File: config.mk
export PLATFORM = sky130hd
export DESIGN_NAME = mcfsp_ctrl
export DESIGN_NICKNAME = d
export VERILOG_FILES = /design/src/design/mcfsp_pkg.sv /design/src/design/mcfsp_ctrl.sv
export SDC_FILE = /design/constraint.sdc
export NUM_CORES = 1
export LEC_CHECK = 0
export BUFFER_PORTS_ARGS = -buffer_cell sky130_fd_sc_hd__buf_2
export CORE_ASPECT_RATIO = 0.8
export CORE_MARGIN = 3
export CORE_UTILIZATION = 30
export CTS_CLUSTER_SIZE = 16
export DETAILED_ROUTE_END_ITERATION = 16
export MAX_ROUTING_LAYER = met4
export PLACE_DENSITY = 0.45
export SYNTH_ARGS = -nofsm -noshare
export SYNTH_HDL_FRONTEND = slang
export SYNTH_SLANG_ARGS = --single-unit
File: constraint.sdc
create_clock -name clk -period 2.3 [get_ports clk]
set_clock_uncertainty 0.1 [all_clocks]
set_input_delay 0.23 -clock clk [delete_from_list [all_inputs] [get_ports clk]]
set_output_delay 0.23 -clock clk [all_outputs]
set_load 0.02 [all_outputs]
File: src/design/mcfsp_pkg.sv
// Shared types, constants and command codes for the min-cost flow unit.
// Used by mcfsp_ctrl, mcfsp_dp and min_cost_flow_successive_paths_unit.
`default_nettype none
package mcfsp_pkg;

	localparam int MAX_NODES = 64;
	localparam int NODE_W    = $clog2(MAX_NODES);
	localparam int CNT_W     = NODE_W + 1;
	localparam int ADDR_W    = 2 * NODE_W;
	localparam int DEPTH     = MAX_NODES * MAX_NODES;

	localparam logic signed [31:0] S32_MAX = 32'sh7FFF_FFFF;
	localparam logic signed [31:0] S32_MIN = 32'sh8000_0000;

	// request kinds (s_tuser)
	localparam logic [1:0] REQ_WRITE = 2'd0;
	localparam logic [1:0] REQ_RUN   = 2'd1;
	localparam logic [1:0] REQ_READ  = 2'd2;

	// result kinds (m_tuser)
	localparam logic RES_RUN  = 1'b0;
	localparam logic RES_READ = 1'b1;

	// config register indexes
	localparam logic [1:0] CFG_NODE_COUNT = 2'd0;
	localparam logic [1:0] CFG_SOURCE     = 2'd1;
	localparam logic [1:0] CFG_SINK       = 2'd2;
	localparam logic [1:0] CFG_FLOW_LIMIT = 2'd3;

	// datapath operations
	typedef logic [4:0] op_t;
	localparam op_t OP_NOP        = 5'd0;
	localparam op_t OP_CLEAR      = 5'd1;
	localparam op_t OP_LOAD       = 5'd2;
	localparam op_t OP_WR_AB      = 5'd3;
	localparam op_t OP_WR_BA      = 5'd4;
	localparam op_t OP_RD_ISSUE   = 5'd5;
	localparam op_t OP_RD_DONE    = 5'd6;
	localparam op_t OP_EMIT       = 5'd7;
	localparam op_t OP_RUN_INIT   = 5'd8;
	localparam op_t OP_INIT_BEGIN = 5'd9;
	localparam op_t OP_INIT       = 5'd10;
	localparam op_t OP_SRC        = 5'd11;
	localparam op_t OP_SW_RD      = 5'd12;
	localparam op_t OP_NEXT_I     = 5'd13;
	localparam op_t OP_OPEN       = 5'd14;
	localparam op_t OP_RX_RD      = 5'd15;
	localparam op_t OP_RX_EV      = 5'd16;
	localparam op_t OP_SWEEP_END  = 5'd17;
	localparam op_t OP_DT_RD      = 5'd18;
	localparam op_t OP_WALK_INIT  = 5'd19;
	localparam op_t OP_WK_RD      = 5'd20;
	localparam op_t OP_WK_STEP    = 5'd21;
	localparam op_t OP_AUG_INIT   = 5'd22;
	localparam op_t OP_AG_PRD     = 5'd23;
	localparam op_t OP_AG_FRD     = 5'd24;
	localparam op_t OP_AG_FWR     = 5'd25;
	localparam op_t OP_AG_RRD     = 5'd26;
	localparam op_t OP_AG_RWR     = 5'd27;
	localparam op_t OP_ACCUM      = 5'd28;

	typedef struct packed {
		op_t op;
	} cmd_t;

	typedef struct packed {
		logic clr_last;
		logic out_free;
		logic ends_ok;
		logic paths_lt;
		logic i_last;
		logic j_last;
		logic skip;
		logic improved;
		logic sweep_last;
		logic t_inf;
		logic cur_is_s;
		logic steps_done;
	} status_t;

endpackage
`default_nettype wire

File: src/design/mcfsp_ctrl.sv
// Sequencer for the min-cost flow unit: one state per datapath step.
// Depends on mcfsp_pkg; drives mcfsp_dp through cmd_t, reads status_t.
`default_nettype none
module mcfsp_ctrl import mcfsp_pkg::*; (
	input  wire logic       clk,
	input  wire logic       arst_n,
	input  wire logic       accept,
	input  wire logic [1:0] req,
	input  wire status_t    st,
	output cmd_t            cmd,
	output logic            in_ready
);

	localparam logic [4:0] S_CLEAR    = 5'd0;
	localparam logic [4:0] S_IDLE     = 5'd1;
	localparam logic [4:0] S_WR_AB    = 5'd2;
	localparam logic [4:0] S_WR_BA    = 5'd3;
	localparam logic [4:0] S_RD_ISSUE = 5'd4;
	localparam logic [4:0] S_RD_DONE  = 5'd5;
	localparam logic [4:0] S_EMIT     = 5'd6;
	localparam logic [4:0] S_RUN      = 5'd7;
	localparam logic [4:0] S_PCHK     = 5'd8;
	localparam logic [4:0] S_INIT     = 5'd9;
	localparam logic [4:0] S_SRC      = 5'd10;
	localparam logic [4:0] S_SW_RD    = 5'd11;
	localparam logic [4:0] S_SW_CHK   = 5'd12;
	localparam logic [4:0] S_RX_RD    = 5'd13;
	localparam logic [4:0] S_RX_EV    = 5'd14;
	localparam logic [4:0] S_SW_END   = 5'd15;
	localparam logic [4:0] S_DT_RD    = 5'd16;
	localparam logic [4:0] S_DT_CHK   = 5'd17;
	localparam logic [4:0] S_WK_TEST  = 5'd18;
	localparam logic [4:0] S_WK_STEP  = 5'd19;
	localparam logic [4:0] S_AUG_INIT = 5'd20;
	localparam logic [4:0] S_AG_TEST  = 5'd21;
	localparam logic [4:0] S_AG_FRD   = 5'd22;
	localparam logic [4:0] S_AG_FWR   = 5'd23;
	localparam logic [4:0] S_AG_RRD   = 5'd24;
	localparam logic [4:0] S_AG_RWR   = 5'd25;
	localparam logic [4:0] S_ACCUM    = 5'd26;

	logic [4:0] state_q, state_d;

	assign in_ready = (state_q == S_IDLE);

	always_comb begin
		state_d = state_q;
		cmd.op  = OP_NOP;
		unique case (state_q)
			S_CLEAR: begin
				cmd.op = OP_CLEAR;
				if (st.clr_last) state_d = S_IDLE;
			end
			S_IDLE: begin
				if (accept) begin
					cmd.op = OP_LOAD;
					unique case (req)
						REQ_WRITE: state_d = S_WR_AB;
						REQ_RUN:   state_d = S_RUN;
						REQ_READ:  state_d = S_RD_ISSUE;
						default:   state_d = S_IDLE;
					endcase
				end
			end
			S_WR_AB: begin
				cmd.op  = OP_WR_AB;
				state_d = S_WR_BA;
			end
			S_WR_BA: begin
				cmd.op  = OP_WR_BA;
				state_d = S_IDLE;
			end
			S_RD_ISSUE: begin
				cmd.op  = OP_RD_ISSUE;
				state_d = S_RD_DONE;
			end
			S_RD_DONE: begin
				cmd.op  = OP_RD_DONE;
				state_d = S_EMIT;
			end
			S_EMIT: begin
				if (st.out_free) begin
					cmd.op  = OP_EMIT;
					state_d = S_IDLE;
				end
			end
			S_RUN: begin
				cmd.op  = OP_RUN_INIT;
				state_d = st.ends_ok ? S_PCHK : S_EMIT;
			end
			S_PCHK: begin
				if (st.paths_lt) begin
					cmd.op  = OP_INIT_BEGIN;
					state_d = S_INIT;
				end else begin
					state_d = S_EMIT;
				end
			end
			S_INIT: begin
				cmd.op = OP_INIT;
				if (st.i_last) state_d = S_SRC;
			end
			S_SRC: begin
				cmd.op  = OP_SRC;
				state_d = S_SW_RD;
			end
			S_SW_RD: begin
				cmd.op  = OP_SW_RD;
				state_d = S_SW_CHK;
			end
			S_SW_CHK: begin
				if (st.skip) begin
					cmd.op  = OP_NEXT_I;
					state_d = st.i_last ? S_SW_END : S_SW_RD;
				end else begin
					cmd.op  = OP_OPEN;
					state_d = S_RX_RD;
				end
			end
			S_RX_RD: begin
				cmd.op  = OP_RX_RD;
				state_d = S_RX_EV;
			end
			S_RX_EV: begin
				cmd.op = OP_RX_EV;
				if (!st.j_last)     state_d = S_RX_RD;
				else if (st.i_last) state_d = S_SW_END;
				else                state_d = S_SW_RD;
			end
			S_SW_END: begin
				cmd.op = OP_SWEEP_END;
				if (!st.improved)       state_d = S_DT_RD;
				else if (st.sweep_last) state_d = S_EMIT;
				else                    state_d = S_SW_RD;
			end
			S_DT_RD: begin
				cmd.op  = OP_DT_RD;
				state_d = S_DT_CHK;
			end
			S_DT_CHK: begin
				if (st.t_inf) begin
					state_d = S_EMIT;
				end else begin
					cmd.op  = OP_WALK_INIT;
					state_d = S_WK_TEST;
				end
			end
			S_WK_TEST: begin
				if (st.cur_is_s) begin
					state_d = S_AUG_INIT;
				end else if (st.steps_done) begin
					state_d = S_EMIT;
				end else begin
					cmd.op  = OP_WK_RD;
					state_d = S_WK_STEP;
				end
			end
			S_WK_STEP: begin
				cmd.op  = OP_WK_STEP;
				state_d = S_WK_TEST;
			end
			S_AUG_INIT: begin
				cmd.op  = OP_AUG_INIT;
				state_d = S_AG_TEST;
			end
			S_AG_TEST: begin
				if (st.cur_is_s) begin
					state_d = S_ACCUM;
				end else begin
					cmd.op  = OP_AG_PRD;
					state_d = S_AG_FRD;
				end
			end
			S_AG_FRD: begin
				cmd.op  = OP_AG_FRD;
				state_d = S_AG_FWR;
			end
			S_AG_FWR: begin
				cmd.op  = OP_AG_FWR;
				state_d = S_AG_RRD;
			end
			S_AG_RRD: begin
				cmd.op  = OP_AG_RRD;
				state_d = S_AG_RWR;
			end
			S_AG_RWR: begin
				cmd.op  = OP_AG_RWR;
				state_d = S_AG_TEST;
			end
			S_ACCUM: begin
				cmd.op  = OP_ACCUM;
				state_d = S_PCHK;
			end
			default: state_d = S_IDLE;
		endcase
	end

	always_ff @(posedge clk or negedge arst_n) begin
		if (!arst_n) state_q <= S_CLEAR;
		else         state_q <= state_d;
	end

endmodule
`default_nettype wire

; ---- Word level (Yosys, flattened, before mapping)
; Cells that the tools add are included.
[totals]
reg_bits = 5
out_inout_bits = 6
word_cells = 63
[op_classes]
n_eq_ne = 32
n_mux = 26
reduce_logical = 4
[op_table]
columns = op, n
row1 = $pmux W5 S27, 1
row2 = $pmux W5 S25, 1
row3 = $mux W5, 12
row4 = $eq A5 B5 Y1 const B, 11
row5 = $eq A5 B4 Y1 const B, 8
row6 = $eq A5 B3 Y1 const B, 4
row7 = $mux W4, 5
row8 = $mux W3, 4
row9 = $eq A5 B2 Y1 const B, 2
row10 = $pmux W3 S3, 1
row11 = $ne A2 B2 Y1 const B, 4
row12 = $eq A5 B1 Y1 const B, 1
row13 = $logic_not A5 Y1, 1
row14 = $mux W2, 2
row15 = $reduce_and A4 Y1, 1
row16 = $eq A2 B1 Y1 const B, 1
row17 = $eq A2 B2 Y1 const B, 1
row18 = $logic_not A2 Y1, 1
row19 = $reduce_or A2 Y1, 1

; ---- Logic depth before layout (Yosys ltp)
[logic_depth]
word_depth = 4
mapped_depth = 7

; ---- Worst setup path after synthesis
; No wires, ideal clock.
[synth_path]
path_type = reg-to-output
startpoint = register state_q[3]
endpoint = output cmd[3] (netlist bit)
arrival_ps = 1576
required_time_ps = 1970
setup_slack_ps = 394
stages_incl_launch_ff = 6
n_path_buf = 3
cell_sequence = dfrtp_1 > buf_6 > clkbuf_4 > buf_2 > a21oi_1 > a221oi_1
[synth_lines]
columns = item, line_no
row1 = "start, declared", mcfsp_ctrl.sv:42  ; logic [4:0] state_q, state_d;
row2 = "start signal, assigned", mcfsp_ctrl.sv:200  ; else state_q <= state_d;
row3 = "end, declared", mcfsp_ctrl.sv:10  ; output cmd_t cmd,

==> flow_summary_export.csv <==
group,metric,value,unit
floorplanning,die-area,0.00471,mm²
routing,drt-total-wl,3780,µm
synthesis,seq_area_frac_synth,10.6,%
placement,gp_congestion,0.876,
placement,place_area,0.00131,mm²
clocking,cts_tree,"yes",
critical_path,cp-end-kind,"primary output",
routing,drt-vias-per-instance,5.84,
grt,antenna_found_initial,0,
clocking,clkSinkCount,5,
routing,detail-route-antenna-nets,0,
final_layout,layout_commonest_cell,"buf_2",
power_and_ir_drop,seqPwrFrac,15.2,%
synthesis,synth-edff-count,0,
synthesis,yosys.area.top_type,"dfrtp_1",
clocking,root_buffer,"clkbuf_8",
final_layout,final-seq-area,128,µm²
routing,num_vias,1414,
placement,port_buffers,22,
floorplanning,fp.dieH,62.0,µm
power_and_ir_drop,p_sw,0.793,mW
critical_path,critical_path_required,1.97,ns
power_and_ir_drop,p_sw_share,53.8,%
synthesis,syn_avg_cell_area,6.95,µm²
timing,final-hold-violation-count,0,
synthesis,ys_types,61,
min_path,min_to,"state_q[0]",
floorplanning,die_w,76.0,µm
critical_path,arrival,1.79,ns
power_and_ir_drop,p_clk_share,11.2,%
timing,min_period,2.12,ns
placement,dp_hpwl,2900,µm
critical_path,reg2reg_slack,0.33,ns
routing,drc,0,
timing,fmax,0.472,GHz
final_layout,area_delta_synth_final,16.7,%
power_and_ir_drop,p_int,0.680,mW
routing,wl_per_cell,15.6,µm
routing,drt-initial-drc-count,237,
clocking,insertion_delay,0.22,ns
synthesis,postSynthCellCount,169,
timing,worst_pin_slew,0.446,ns
final_layout,top_register,"state_q",
grt,overflow,0,
synthesis,syn-num-nets,189,
floorplanning,rows,19,
min_path,min_path_cells,3,
critical_path,reg2regPathDepth,6,
synthesis,synth-seq-cells,5,
timing,fin_setup_tns,0,ns
final_layout,multi_input_area,908,µm²
final_layout,fin_cells,242,
timing,fin_crit_sh,92.1,%
power_and_ir_drop,ir_worst_vdd,0.000376,V
timing,slew_headroom,69.9,%
placement,dp_cells,237,
final_layout,largest_register_ffs,5,
synthesis,syn_area,0.00117,mm²
synthesis,synth-async-reset-ratio,100,%
clocking,cts_made_buffers,3,
grt,grt_max_degree,19,
grt,grt_use_total,17.5,%
timing,rsz0062_at_grt,"no",
final_layout,stdcell_area,0.00137,mm²
routing,first_pass_iters,4,
critical_path,path_class,"reg2out",
grt,grt_pass1_wl,6350,µm
final_layout,top_regs,"state_q x5",
power_and_ir_drop,combinationalPowerShare,73.6,%
grt,grt_pass1_vias,1306,
synthesis,synthTopCellsByArea,"dfrtp_1, a21oi_1, nand2_1, nor2b_1, o21ai_0",
final_layout,final_nets,211,
final_layout,fillCellCount,372,
timing,timing.final.max_slew_violations,0,
critical_path,cp_max_fo,9,
power_and_ir_drop,leakagePower,0.568,nW
outcome,status,"finished clean",
power_and_ir_drop,power.total,1.47,mW
run,max_cap_violations,0,
min_path,hp-class,"in2reg",
floorplanning,initial_core_util,32.7,%
floorplanning,ios,23,
floorplanning,core,0.00359,mm²
final_layout,drive_above_1_share,25.3,%
critical_path,timing.rr.start,"state_q[4]",
min_path,min_from,"st[11]",
final_layout,most-common-layout-cells,"buf_2, nand2_1, a21oi_1, nor2_1",
synthesis,synth-main-ff-cell,"dfrtp_1",
synthesis,netlist.area_leader.share,10.6,%
final_layout,antenna_cells,0,
clocking,htree_levels,1,
clocking,clkTransAtPathRegs,0.04,ns
power_and_ir_drop,p_per_area,1070,mW/mm²
clocking,clk_path_buf_depth,2,
timing,finalSetupViolCount,0,
synthesis,yosys_warnings,0,
critical_path,start_kind,"flip-flop",
critical_path,r2r_end,"state_q[0]",
[power groups by stage]
stage                     clock network (mW)  logic, mW  registers [mW]
after CTS                              0.168       1.07           0.217
after global placement                     0       1.09           0.223
after floorplan                            0      0.915           0.141
final                                  0.165       1.08           0.224
after detailed placement                   0       1.07           0.218
after global routing                   0.178       1.21           0.234
[area by class of cell]
cell class,count,area share [%]
multi-input combinational,140,66.2
timing repair buffer,33,14.2
sequential,5,9.31
tap,52,4.74
clock buffer,4,3.28
inverter,8,2.19
[cell usage after synthesis (all sizes together) (2+ instances only)]
library cell	number
a21oi	14
a22oi	2
a2bb2oi	2
and2	2
and3	2
buf	14
clkbuf	2
dfrtp	5
ha	3
inv	8
nand2	18
nand2b	2
nand3	4
nand3b	2
nand4	4
nor2	12
nor2b	10
nor3	5
nor3b	3
nor4	3
o2111ai	3
o211ai	3
o21ai	15
o221ai	2
o22ai	2
o311ai	2
o31ai	2
o41ai	2
[metal layers]
metal  part of all wire (%)  wire [µm]  up-vias  GRT usage [%]
li1                       -          -      686              -
met1                     46       1730      629           23.9
met2                     42       1570       89           25.5
met3                     10        381       10           2.88
met4                    2.4         89        0           7.75
met5                      0          0        -              -
[through the flow]
stage	util (%)	hold WS (ns)	worst slack, ns
2_1_floorplan	-	-0.166	0.394
3_3_place_gp	36.5	-0.0491	0.292
3_5_place_dp	36.5	-0.0489	0.274
4_1_cts	38.1	0.217	0.0626
5_1_grt	38.2	0.241	0.0363
6_report	38.2	0.210	0.182
[worst max-delay path by stage]
stage                from         end  cells past startpoint  slack [ns]
2_1_floorplan  state_q[3]      cmd[3]                      5        0.39
3_3_place_gp   state_q[3]  state_q[0]                      5        0.29
3_5_place_dp   state_q[2]  state_q[0]                      5        0.27
4_1_cts        state_q[1]      cmd[4]                      6        0.06
5_1_grt        state_q[3]      cmd[3]                      4        0.04
6_report       state_q[4]      cmd[1]                      6        0.18
[timing repair]
action                                 in CTS  in global routing
endpoints found under the hold margin       5                  0
resized for setup                           0                  3
setup endpoints to repair                   0                  3
buffers inserted                            0                  0
hold buffers                                1                  0
[critical path, stage by stage (launching register included)]
cell      delay [ns]
dfrtp_1         0.50
buf_4           0.23
nor2_1          0.27
and3_1          0.19
o21ai_0         0.08
o211ai_1        0.10
buf_2           0.19
[kinds of logic (layout without fill, tap and decap cells)]
group	after synthesis	after routing	share of synthesized area [%]
adder cells (fa/ha/maj)	3	3	3.20
AO/OA/AOI/OAI	64	64	38.8
flip-flops	5	5	10.6
buffers and inverters	24	45	12.2
AND/OR/NAND/NOR	73	73	35.1
Power figures use the tool's default switching activity.
